<file path="config.mk">
export PLATFORM = sky130hd
export DESIGN_NAME = prime_gated_modular_inverse_top
export DESIGN_NICKNAME = d
export VERILOG_FILES = /design/src/design/pgmi_pkg.sv /design/src/design/pgmi_div.sv /design/src/design/prime_gated_modular_inverse_top.sv
export SDC_FILE = /design/constraint.sdc
export NUM_CORES = 2
export LEC_CHECK = 0
export ABC_AREA = 1
export BUFFER_PORTS_ARGS = -buffer_cell sky130_fd_sc_hd__buf_2
export CAP_MARGIN = 20
export CORE_MARGIN = 1
export CORE_UTILIZATION = 35
export CTS_CLUSTER_SIZE = 8
export DETAILED_ROUTE_END_ITERATION = 16
export SYNTH_ARGS = -nofsm -noshare
export SYNTH_HDL_FRONTEND = slang
export SYNTH_HIERARCHICAL = 1
export SYNTH_SLANG_ARGS = --single-unit
</file>
<file path="constraint.sdc">
create_clock -name aclk -period 9.5 [get_ports aclk]
set_clock_uncertainty 0.15 [all_clocks]
set_input_delay 1.9 -clock aclk [delete_from_list [all_inputs] [get_ports aclk]]
set_output_delay 1.9 -clock aclk [all_outputs]
set_load 0.02 [all_outputs]
</file>
<file path="src/design/pgmi_pkg.sv">
// Shared constants and types for the prime-gated modular inverse block.
// No dependencies.
package pgmi_pkg;

    localparam int WIDTH = 32;
    localparam int CW    = $clog2(WIDTH + 1);

    typedef logic [WIDTH-1:0] word_t;
    typedef logic [1:0]       status_t;

    localparam status_t ST_OK       = 2'd0;
    localparam status_t ST_REJECT   = 2'd1;
    localparam status_t ST_NOT_COPR = 2'd2;

    typedef enum logic [3:0] {
        S_IDLE, S_CHECK, S_PDIV, S_PEVAL, S_EDIV, S_EUPD, S_EMUL, S_FDIV, S_FIN, S_OUT
    } state_t;

    typedef struct packed {
        logic  start;
        word_t dividend;
        word_t divisor;
    } div_req_t;

    typedef struct packed {
        logic  done;
        word_t quot;
        word_t rem;
    } div_rsp_t;

endpackage

</file>
<file path="src/design/pgmi_div.sv">
// Restoring divider, one quotient bit per cycle, shared by all divisions.
// Depends on pgmi_pkg.
module pgmi_div
    import pgmi_pkg::*;
(
    input  logic     aclk,
    input  logic     aresetn,
    input  div_req_t req,
    output div_rsp_t rsp
);

    word_t         q_reg, q_next;
    logic [WIDTH:0] r_reg, r_next;
    word_t         d_reg, d_next;
    logic [CW-1:0] cnt_reg, cnt_next;
    logic          busy_reg, busy_next;
    logic          done_reg, done_next;
    logic [WIDTH:0] trial;

    always_comb begin
        q_next    = q_reg;
        r_next    = r_reg;
        d_next    = d_reg;
        cnt_next  = cnt_reg;
        busy_next = busy_reg;
        done_next = 1'b0;
        trial     = {r_reg[WIDTH-1:0], q_reg[WIDTH-1]};
        if (req.start) begin
            q_next    = req.dividend;
            r_next    = '0;
            d_next    = req.divisor;
            cnt_next  = CW'(WIDTH);
            busy_next = 1'b1;
        end else if (busy_reg) begin
            if (trial >= {1'b0, d_reg}) begin
                r_next = trial - {1'b0, d_reg};
                q_next = {q_reg[WIDTH-2:0], 1'b1};
            end else begin
                r_next = trial;
                q_next = {q_reg[WIDTH-2:0], 1'b0};
            end
            cnt_next = cnt_reg - 1'b1;
            if (cnt_reg == CW'(1)) begin
                busy_next = 1'b0;
                done_next = 1'b1;
            end
        end
    end

    always_ff @(posedge aclk) begin
        if (!aresetn) begin
            busy_reg <= 1'b0;
            done_reg <= 1'b0;
            cnt_reg  <= '0;
        end else begin
            busy_reg <= busy_next;
            done_reg <= done_next;
            cnt_reg  <= cnt_next;
        end
        q_reg <= q_next;
        r_reg <= r_next;
        d_reg <= d_next;
    end

    assign rsp.done = done_reg;
    assign rsp.quot = q_reg;
    assign rsp.rem  = r_reg[WIDTH-1:0];

endmodule

</file>
<file path="src/design/prime_gated_modular_inverse_top.sv">
// Prime-gated modular inverse: trial-division primality gate, then extended Euclid.
// Every division goes through one shared restoring divider; the number of divisions is
// data dependent, roughly (sqrt(value)/3 + Euclid steps + 1), and the block takes one
// word at a time.
// Synchronous active-low reset returns the sequencer to idle with no result pending.
// Depends on pgmi_pkg and pgmi_div.
module prime_gated_modular_inverse_top
    import pgmi_pkg::*;
(
    input  logic          aclk,
    input  logic          aresetn,
    input  logic          s_valid,
    output logic          s_ready,
    input  logic [31:0]   s_value,
    input  logic [31:0]   s_modulus,
    output logic          m_valid,
    input  logic          m_ready,
    output logic [31:0]   m_inverse,
    output logic [1:0]    m_status
);

    state_t   state_reg, state_next;
    word_t    a_reg, a_next, n_reg, n_next;
    word_t    k_reg, k_next;
    logic     pair_reg, pair_next;
    word_t    ro_reg, ro_next, rc_reg, rc_next;
    word_t    so_reg, so_next, sc_reg, sc_next;
    word_t    q_reg, q_next;
    logic     neg_reg, neg_next;
    word_t    inv_reg, inv_next;
    status_t  st_reg, st_next;
    div_req_t req;
    div_rsp_t rsp;
    word_t    prod_reg, prod_next;

    pgmi_div u_div (.aclk(aclk), .aresetn(aresetn), .req(req), .rsp(rsp));

    always_ff @(posedge aclk) begin
        if (!aresetn) begin
            state_reg <= S_IDLE;
        end else begin
            state_reg <= state_next;
        end
        a_reg    <= a_next;
        n_reg    <= n_next;
        k_reg    <= k_next;
        pair_reg <= pair_next;
        ro_reg   <= ro_next;
        rc_reg   <= rc_next;
        so_reg   <= so_next;
        sc_reg   <= sc_next;
        q_reg    <= q_next;
        neg_reg  <= neg_next;
        inv_reg  <= inv_next;
        st_reg   <= st_next;
        prod_reg <= prod_next;
    end

    always_comb begin
        state_next   = state_reg;
        a_next       = a_reg;
        n_next       = n_reg;
        k_next       = k_reg;
        pair_next    = pair_reg;
        ro_next      = ro_reg;
        rc_next      = rc_reg;
        so_next      = so_reg;
        sc_next      = sc_reg;
        q_next       = q_reg;
        neg_next     = neg_reg;
        inv_next     = inv_reg;
        st_next      = st_reg;
        prod_next    = prod_reg;
        req.start    = 1'b0;
        req.dividend = a_reg;
        req.divisor  = k_reg;
        s_ready      = 1'b0;
        m_valid      = 1'b0;
        case (state_reg)
            S_IDLE: begin
                s_ready = 1'b1;
                if (s_valid) begin
                    a_next     = WIDTH'(s_value);
                    n_next     = WIDTH'(s_modulus);
                    state_next = S_CHECK;
                end
            end
            S_CHECK: begin
                k_next    = WIDTH'(2);
                pair_next = 1'b0;
                if (a_reg < WIDTH'(3) || a_reg >= n_reg) begin
                    inv_next   = '0;
                    st_next    = ST_REJECT;
                    state_next = S_OUT;
                end else if (a_reg < WIDTH'(4)) begin
                    state_next = S_FIN;
                end else begin
                    req.start  = 1'b1;
                    req.divisor = WIDTH'(2);
                    state_next = S_PDIV;
                end
            end
            S_PDIV: begin
                if (rsp.done) begin
                    state_next = S_PEVAL;
                end
            end
            S_PEVAL: begin
                // Quotient is a/k; a divisor past the square root ends the search.
                if (rsp.rem == '0) begin
                    inv_next   = '0;
                    st_next    = ST_REJECT;
                    state_next = S_OUT;
                end else begin
                    if (k_reg == WIDTH'(2)) begin
                        k_next = WIDTH'(3);
                    end else if (k_reg == WIDTH'(3)) begin
                        k_next    = WIDTH'(5);
                        pair_next = 1'b0;
                    end else if (!pair_reg) begin
                        k_next    = k_reg + WIDTH'(2);
                        pair_next = 1'b1;
                    end else begin
                        k_next    = k_reg + WIDTH'(4);
                        pair_next = 1'b0;
                    end
                    if ((k_reg == WIDTH'(3) || pair_reg) &&
                        {1'b0, k_next} > {1'b0, rsp.quot}) begin
                        state_next = S_FIN;
                    end else if (k_reg != WIDTH'(2) && !pair_reg &&
                                 k_reg > rsp.quot) begin
                        state_next = S_FIN;
                    end else begin
                        req.start   = 1'b1;
                        req.divisor = k_next;
                        state_next  = S_PDIV;
                    end
                end
            end
            S_FIN: begin
                ro_next  = a_reg;
                rc_next  = n_reg;
                so_next  = WIDTH'(1);
                sc_next  = '0;
                neg_next = 1'b0;
                req.start    = 1'b1;
                req.dividend = a_reg;
                req.divisor  = n_reg;
                state_next   = S_EDIV;
            end
            S_EDIV: begin
                if (rsp.done) begin
                    q_next     = rsp.quot;
                    state_next = S_EMUL;
                end
            end
            S_EMUL: begin
                prod_next  = WIDTH'(q_reg * sc_reg);
                state_next = S_EUPD;
            end
            S_EUPD: begin
                ro_next  = rc_reg;
                rc_next  = rsp.rem;
                so_next  = sc_reg;
                sc_next  = so_reg + prod_reg;
                neg_next = !neg_reg;
                if (rsp.rem == '0) begin
                    if (rc_reg != WIDTH'(1)) begin
                        inv_next   = '0;
                        st_next    = ST_NOT_COPR;
                        state_next = S_OUT;
                    end else begin
                        req.start    = 1'b1;
                        req.dividend = sc_reg;
                        req.divisor  = n_reg;
                        state_next   = S_FDIV;
                    end
                end else begin
                    req.start    = 1'b1;
                    req.dividend = rc_reg;
                    req.divisor  = rsp.rem;
                    state_next   = S_EDIV;
                end
            end
            S_FDIV: begin
                if (rsp.done) begin
                    st_next = ST_OK;
                    if (neg_reg && rsp.rem != '0) begin
                        inv_next = n_reg - rsp.rem;
                    end else begin
                        inv_next = rsp.rem;
                    end
                    state_next = S_OUT;
                end
            end
            S_OUT: begin
                m_valid = 1'b1;
                if (m_ready) begin
                    state_next = S_IDLE;
                end
            end
            default: begin
                state_next = S_IDLE;
            end
        endcase
    end

    assign m_inverse = 32'(inv_reg);
    assign m_status  = st_reg;

endmodule
</file>
Word-level counts from Yosys, hierarchy flattened. Index checks and enable logic that the tools add are counted.

Register bits after elaboration: 400. Bits in latches: 0. Memory bits (writable): 0. Bits in read-only memories: 0. Input bits: 68. Output and inout bits: 36. Logic and storage cells: 152. Memories kept: 0.

Add/sub/neg operators: 6. Multiply operators: 1. Div/mod/pow operators: 0. $lt $le $gt $ge: 6. Equal/unequal tests: 25. Shift-type cells: 0. Muxes and demuxes: 69. Bitwise gates (word level): 2. Reduce and logical (&&, ||, !) cells: 23.

Operators with widths (number): 2-to-1 mux 32 bit (21); case mux 32 bit (2 select lines) (4); case mux 32 bit (4 select lines) (2); 2-to-1 mux 65 bit (2); equality test 32 x 2 -> 1 bit, second input constant (2); > comparator 32 bit (2); subtractor 32 bit (2); 2-to-1 mux 4 bit (12); case mux 4 bit (10 select lines) (1); greater-or-equal comparator 33 x 32 -> 1 bit (1); adder 32 x 2 -> 32 bit, second input constant (1); adder 32 x 3 -> 32 bit, second input constant (1); adder 32 bit (1); greater-or-equal comparator 32 bit (1); zero test 32 bit (1); < comparator 32 x 2 -> 1 bit, second input constant (1); < comparator 32 x 3 -> 1 bit, second input constant (1); multiplier 32 x 32 -> 32 bit (1); != test 32 x 1 -> 1 bit, second input constant (1); != test 32 x 2 -> 1 bit, second input constant (1); nonzero test 32 bit (1); equality test 4 x 3 -> 1 bit, second input constant (4); 2-to-1 mux 1 bit (16); != test 2 bit, second input constant (8); other kinds (24) (44).

Longest topological paths before layout.
Depth in word-level cells: 12. Mapped depth: 34. Depth with buffers taken out: 32.

Hierarchy. The synthesis kept the hierarchy.

By module, submodules not included: prime_gated_modular_inverse_top (instances 1, cells each 4586, area an instance 36334.8 um^2, seq. area each 8848.5 um^2); pgmi_div (instances 1, cells each 970, area an instance 6731.5 um^2, seq. area each 2722.6 um^2).

Worst setup path before layout. Ideal clock, no wire load.

Path kind: flip-flop to flip-flop. Start point: reg state_reg[0]. End point: reg u_div.q_reg[0], enable pin. Library setup time: 409 ps. Arrival time: 6744 ps. Required time: 8941 ps. Setup slack: 2196 ps. Stages on the path, launching flop included: 17. Path buffers: 4. Clock period less this slack: 7304 ps. Cells stage by stage: dfxtp_1 > inv_2 > nor2_1 > inv_2 > nor2_2 > inv_2 > nand2_1 > nor2_1 > inv_2 > buf_6 > nand2_4 > buf_6 > nor2_1 > clkbuf_1 > nor2_1 > clkinv_1 > clkbuf_1.

RTL lines: start, declared (RTL line prime_gated_modular_inverse_top.sv:22) `state_t state_reg, state_next;`; start signal, assigned (RTL line prime_gated_modular_inverse_top.sv:42) `state_reg <= state_next;`; end signal, assigned (RTL line pgmi_div.sv:60) `q_reg <= q_next;`; end, declared (RTL line pgmi_div.sv:12) `word_t q_reg, q_next;`.

Final worst setup path.
Start point: reg sc_reg[7]. End point: reg prod_reg[29], data pin.

Cells in the longest elaborated chain, start to end: 1.

RTL lines: start, declared (RTL line prime_gated_modular_inverse_top.sv:27) `word_t so_reg, so_next, sc_reg, sc_next;`; start signal, assigned (RTL line prime_gated_modular_inverse_top.sv:51) `sc_reg <= sc_next;`; multiplier 32 x 32 -> 32 bit (RTL line prime_gated_modular_inverse_top.sv:158) `prod_next = WIDTH'(q_reg * sc_reg);`; end signal, assigned (RTL line prime_gated_modular_inverse_top.sv:56) `prod_reg <= prod_next;`; end, declared (RTL line prime_gated_modular_inverse_top.sv:34) `word_t prod_reg, prod_next;`.

No other way between the ends. A chain may end at the register's enable or synchronous reset.

==> qor.yml <==
sta:
  layout_min_cycle_time_ns: 7.56
  slew_headroom_pct: 30.3
  hold_violations: 0
  worstMarginPinSlew_ns: 1.04
  fin_tns_setup_ns: 0
  max_freq_mhz: 132
  slew_viol_final: 0
  setup_viol: 0
  period_share_pct: 79.6
  rsz0062_at_grt: "no"
floorplan:
  row_count: 128
  dieArea_um2: 124000
  die-height_um: 353
  boundaryPins: 104
  core_area_um2: 122000
  initial_core_util_pct: 35.3
  die_w_um: 353
cts:
  clkTransAtPathRegs_ns: 0.05
  clk_latency_ns: 0.62
  cts_num_sinks: 400
  clockBufferDepth: 3
  cts_tree: "done"
  cts-resized-gates: 0
  cts_max_level: 2
  cts_root_buf: "clkbuf_16"
  cts_hold_buf: 0
  cts_setup_buffers: 0
  numCtsBuffers: 58
synth:
  ys_types: 57
  syn-num-nets: 6353
  avgSynthCellArea_um2: 7.75
  synth-seq-cells: 400
  ys_seq_area_share_pct: 26.9
  synth_enable_flop_cells: 356
  synthFlopType: "edfxtp_1"
  syn_inst: 5556
  synthArstFlopShare_pct: 0
  syn_area_um2: 43100
  ys_warn_count: 6
drt:
  route.detailed.drc: 0
  drt_iter0_markers: 2963
  detail_route.wirelength_um: 144000
  vias_per_cell: 5.02
  ant_nets: 0
  wire_per_inst_um: 19.8
  firstDrtPassIters: 6
  vias: 36475
worst_setup_path:
  cpPeakStageDelay_ns: 1.01
  worstPathCellList: "buf_4, nand2_1, inv_1, fa_1, fa_1, fa_1, inv_1, fa_1, inv_1, fa_1, inv_1, fa_1, inv_1, fa_1, fa_1, ha_1, a21oi_1, o21ai_0, a21oi_1, nand3_1, a21o_1, a21oi_1, xnor2_1"
  crit_fanout: 20
  setup.worst_path.end_class: "flip-flop"
  worstSetupPathType: "reg -> reg"
  arrival_ns: 7.77
  crit_required_ns: 9.71
  start_kind: "flip-flop"
  cp_slowest_cell: "edfxtp_1"
  crit_family: "adder cells"
  cp.buffers_inverters: 6
  path_common_cell: "fa_1"
final_layout:
  area_growth_pct: 9.51
  drive_gt1_share_pct: 5.85
  final_nets: 6411
  antenna_cells: 0
  final_cell_mix: "nand2_1, inv_1, fa_1, edfxtp_1, nor2_1"
  final_common_cell: "nand2_1"
placement:
  dp_hpwl_um: 116000
  globalplace.congestion: 1.01
  io_buffers: 103
global_route:
  grt_start_max_net_pins: 70
  antenna_found_initial: 1
  grt_usage_pct: 23.1
  grt_pass1_wl_um: 221000
  grt_pass1_vias: 36991
  grt-ovfl-total: 0
job:
  max_cap_violations: 0
worst_hold_path:
  hold_path.class: "reg -> reg"
status:
  status: "complete, no violations"
## cell families after synthesis
kind of cell	share of synthesized area [%]
xor gates and xnor gates	2.50
DFF	26.9
adders and majority gates	28.3
and+or+nand+nor	21.4
AOI/OAI and AO/OA	7.60
buffers and inverters	13.3
## synth_stat cells, types with 4 or more instances
library cell | count | area (µm²)
o21bai_1 | 22 | 165
buf_4 | 4 | 30.0
clkbuf_1 | 116 | 435
fa_1 | 411 | 8230
nor2_1 | 344 | 1290
a31oi_1 | 11 | 68.8
nor3_1 | 49 | 245
a21oi_1 | 247 | 1240
nor2_2 | 9 | 56.3
nor3_2 | 4 | 40.0
dfxtp_1 | 44 | 881
nand2_2 | 8 | 50.1
a21o_1 | 13 | 97.6
o21ai_0 | 145 | 726
nor2_4 | 5 | 56.3
inv_1 | 1283 | 4820
o221ai_1 | 34 | 298
nand3b_1 | 30 | 225
edfxtp_1 | 356 | 10700
o211ai_1 | 18 | 135
a221oi_1 | 7 | 61.3
buf_2 | 32 | 160
xnor2_1 | 53 | 464
nand3_1 | 196 | 981
buf_6 | 7 | 78.8
o21ai_1 | 32 | 160
nand2_1 | 1501 | 5630
nor4_1 | 10 | 62.6
inv_2 | 35 | 131
a21boi_0 | 6 | 45.0
nand2_4 | 5 | 56.3
nand4_1 | 58 | 363
buf_1 | 21 | 78.8
o21a_1 | 16 | 120
ha_1 | 318 | 3980
xor2_1 | 70 | 613
## stage by stage
step                setup WS [ns]  instance area [µm²]  hold slack (ns)  instances  utilization, %
floorplan                    2.20                43100            0.300       5556               -
global placement             1.80                45400            0.322       7176            37.3
detailed placement           1.96                45500            0.324       7178            37.3
CTS                          1.94                47100            0.345       7268            38.7
global route                 1.64                47200            0.356       7269            38.7
finish                       1.94                47200            0.338       7269            38.7
## final cells by class
type / count / area (µm²)
fillers: 12705 / 74700
multi-input cells: 3655 / 25800
flip-flops and latches: 400 / 11600
inverters: 1321 / 4960
well taps: 1625 / 2030
clock buffers: 85 / 1580
repair buffers: 178 / 1120
clock inverters: 5 / 81.3
## worst paths after layout
check	depth (start not counted)	to	from	slack (ns)
setup / recovery	23	prod_reg[29]	sc_reg[7]	1.94
setup reg to reg	23	prod_reg[29]	sc_reg[7]	1.94
hold / removal	0	q_reg[26]	u_div/q_reg[26]	0.34
hold reg to reg	0	q_reg[26]	u_div/q_reg[26]	0.34
## worst register-to-register path, delay by kind of cell, from the launching register on
kind	cells	cell delay (ns)
AOI/OAI and AO/OA	5	1.01
xor gates and xnor gates	1	0.08
adders and majority gates	9	4.24
buffers and inverters	6	0.61
DFF	1	1.01
and+or+nand+nor	2	0.22
## routing by layer
layer  track usage, %  routed length [µm]  vias to the layer above
li1                 -                   -                    17227
met4             9.56                6590                        0
met3             2.30                8330                      277
met2             39.0               67700                     1258
met1             30.2               61000                    17713
met5                0                   0                        -
Power is not shown: default switching activity piles up to over one toggle a cycle in this logic, so the estimate is an artifact.
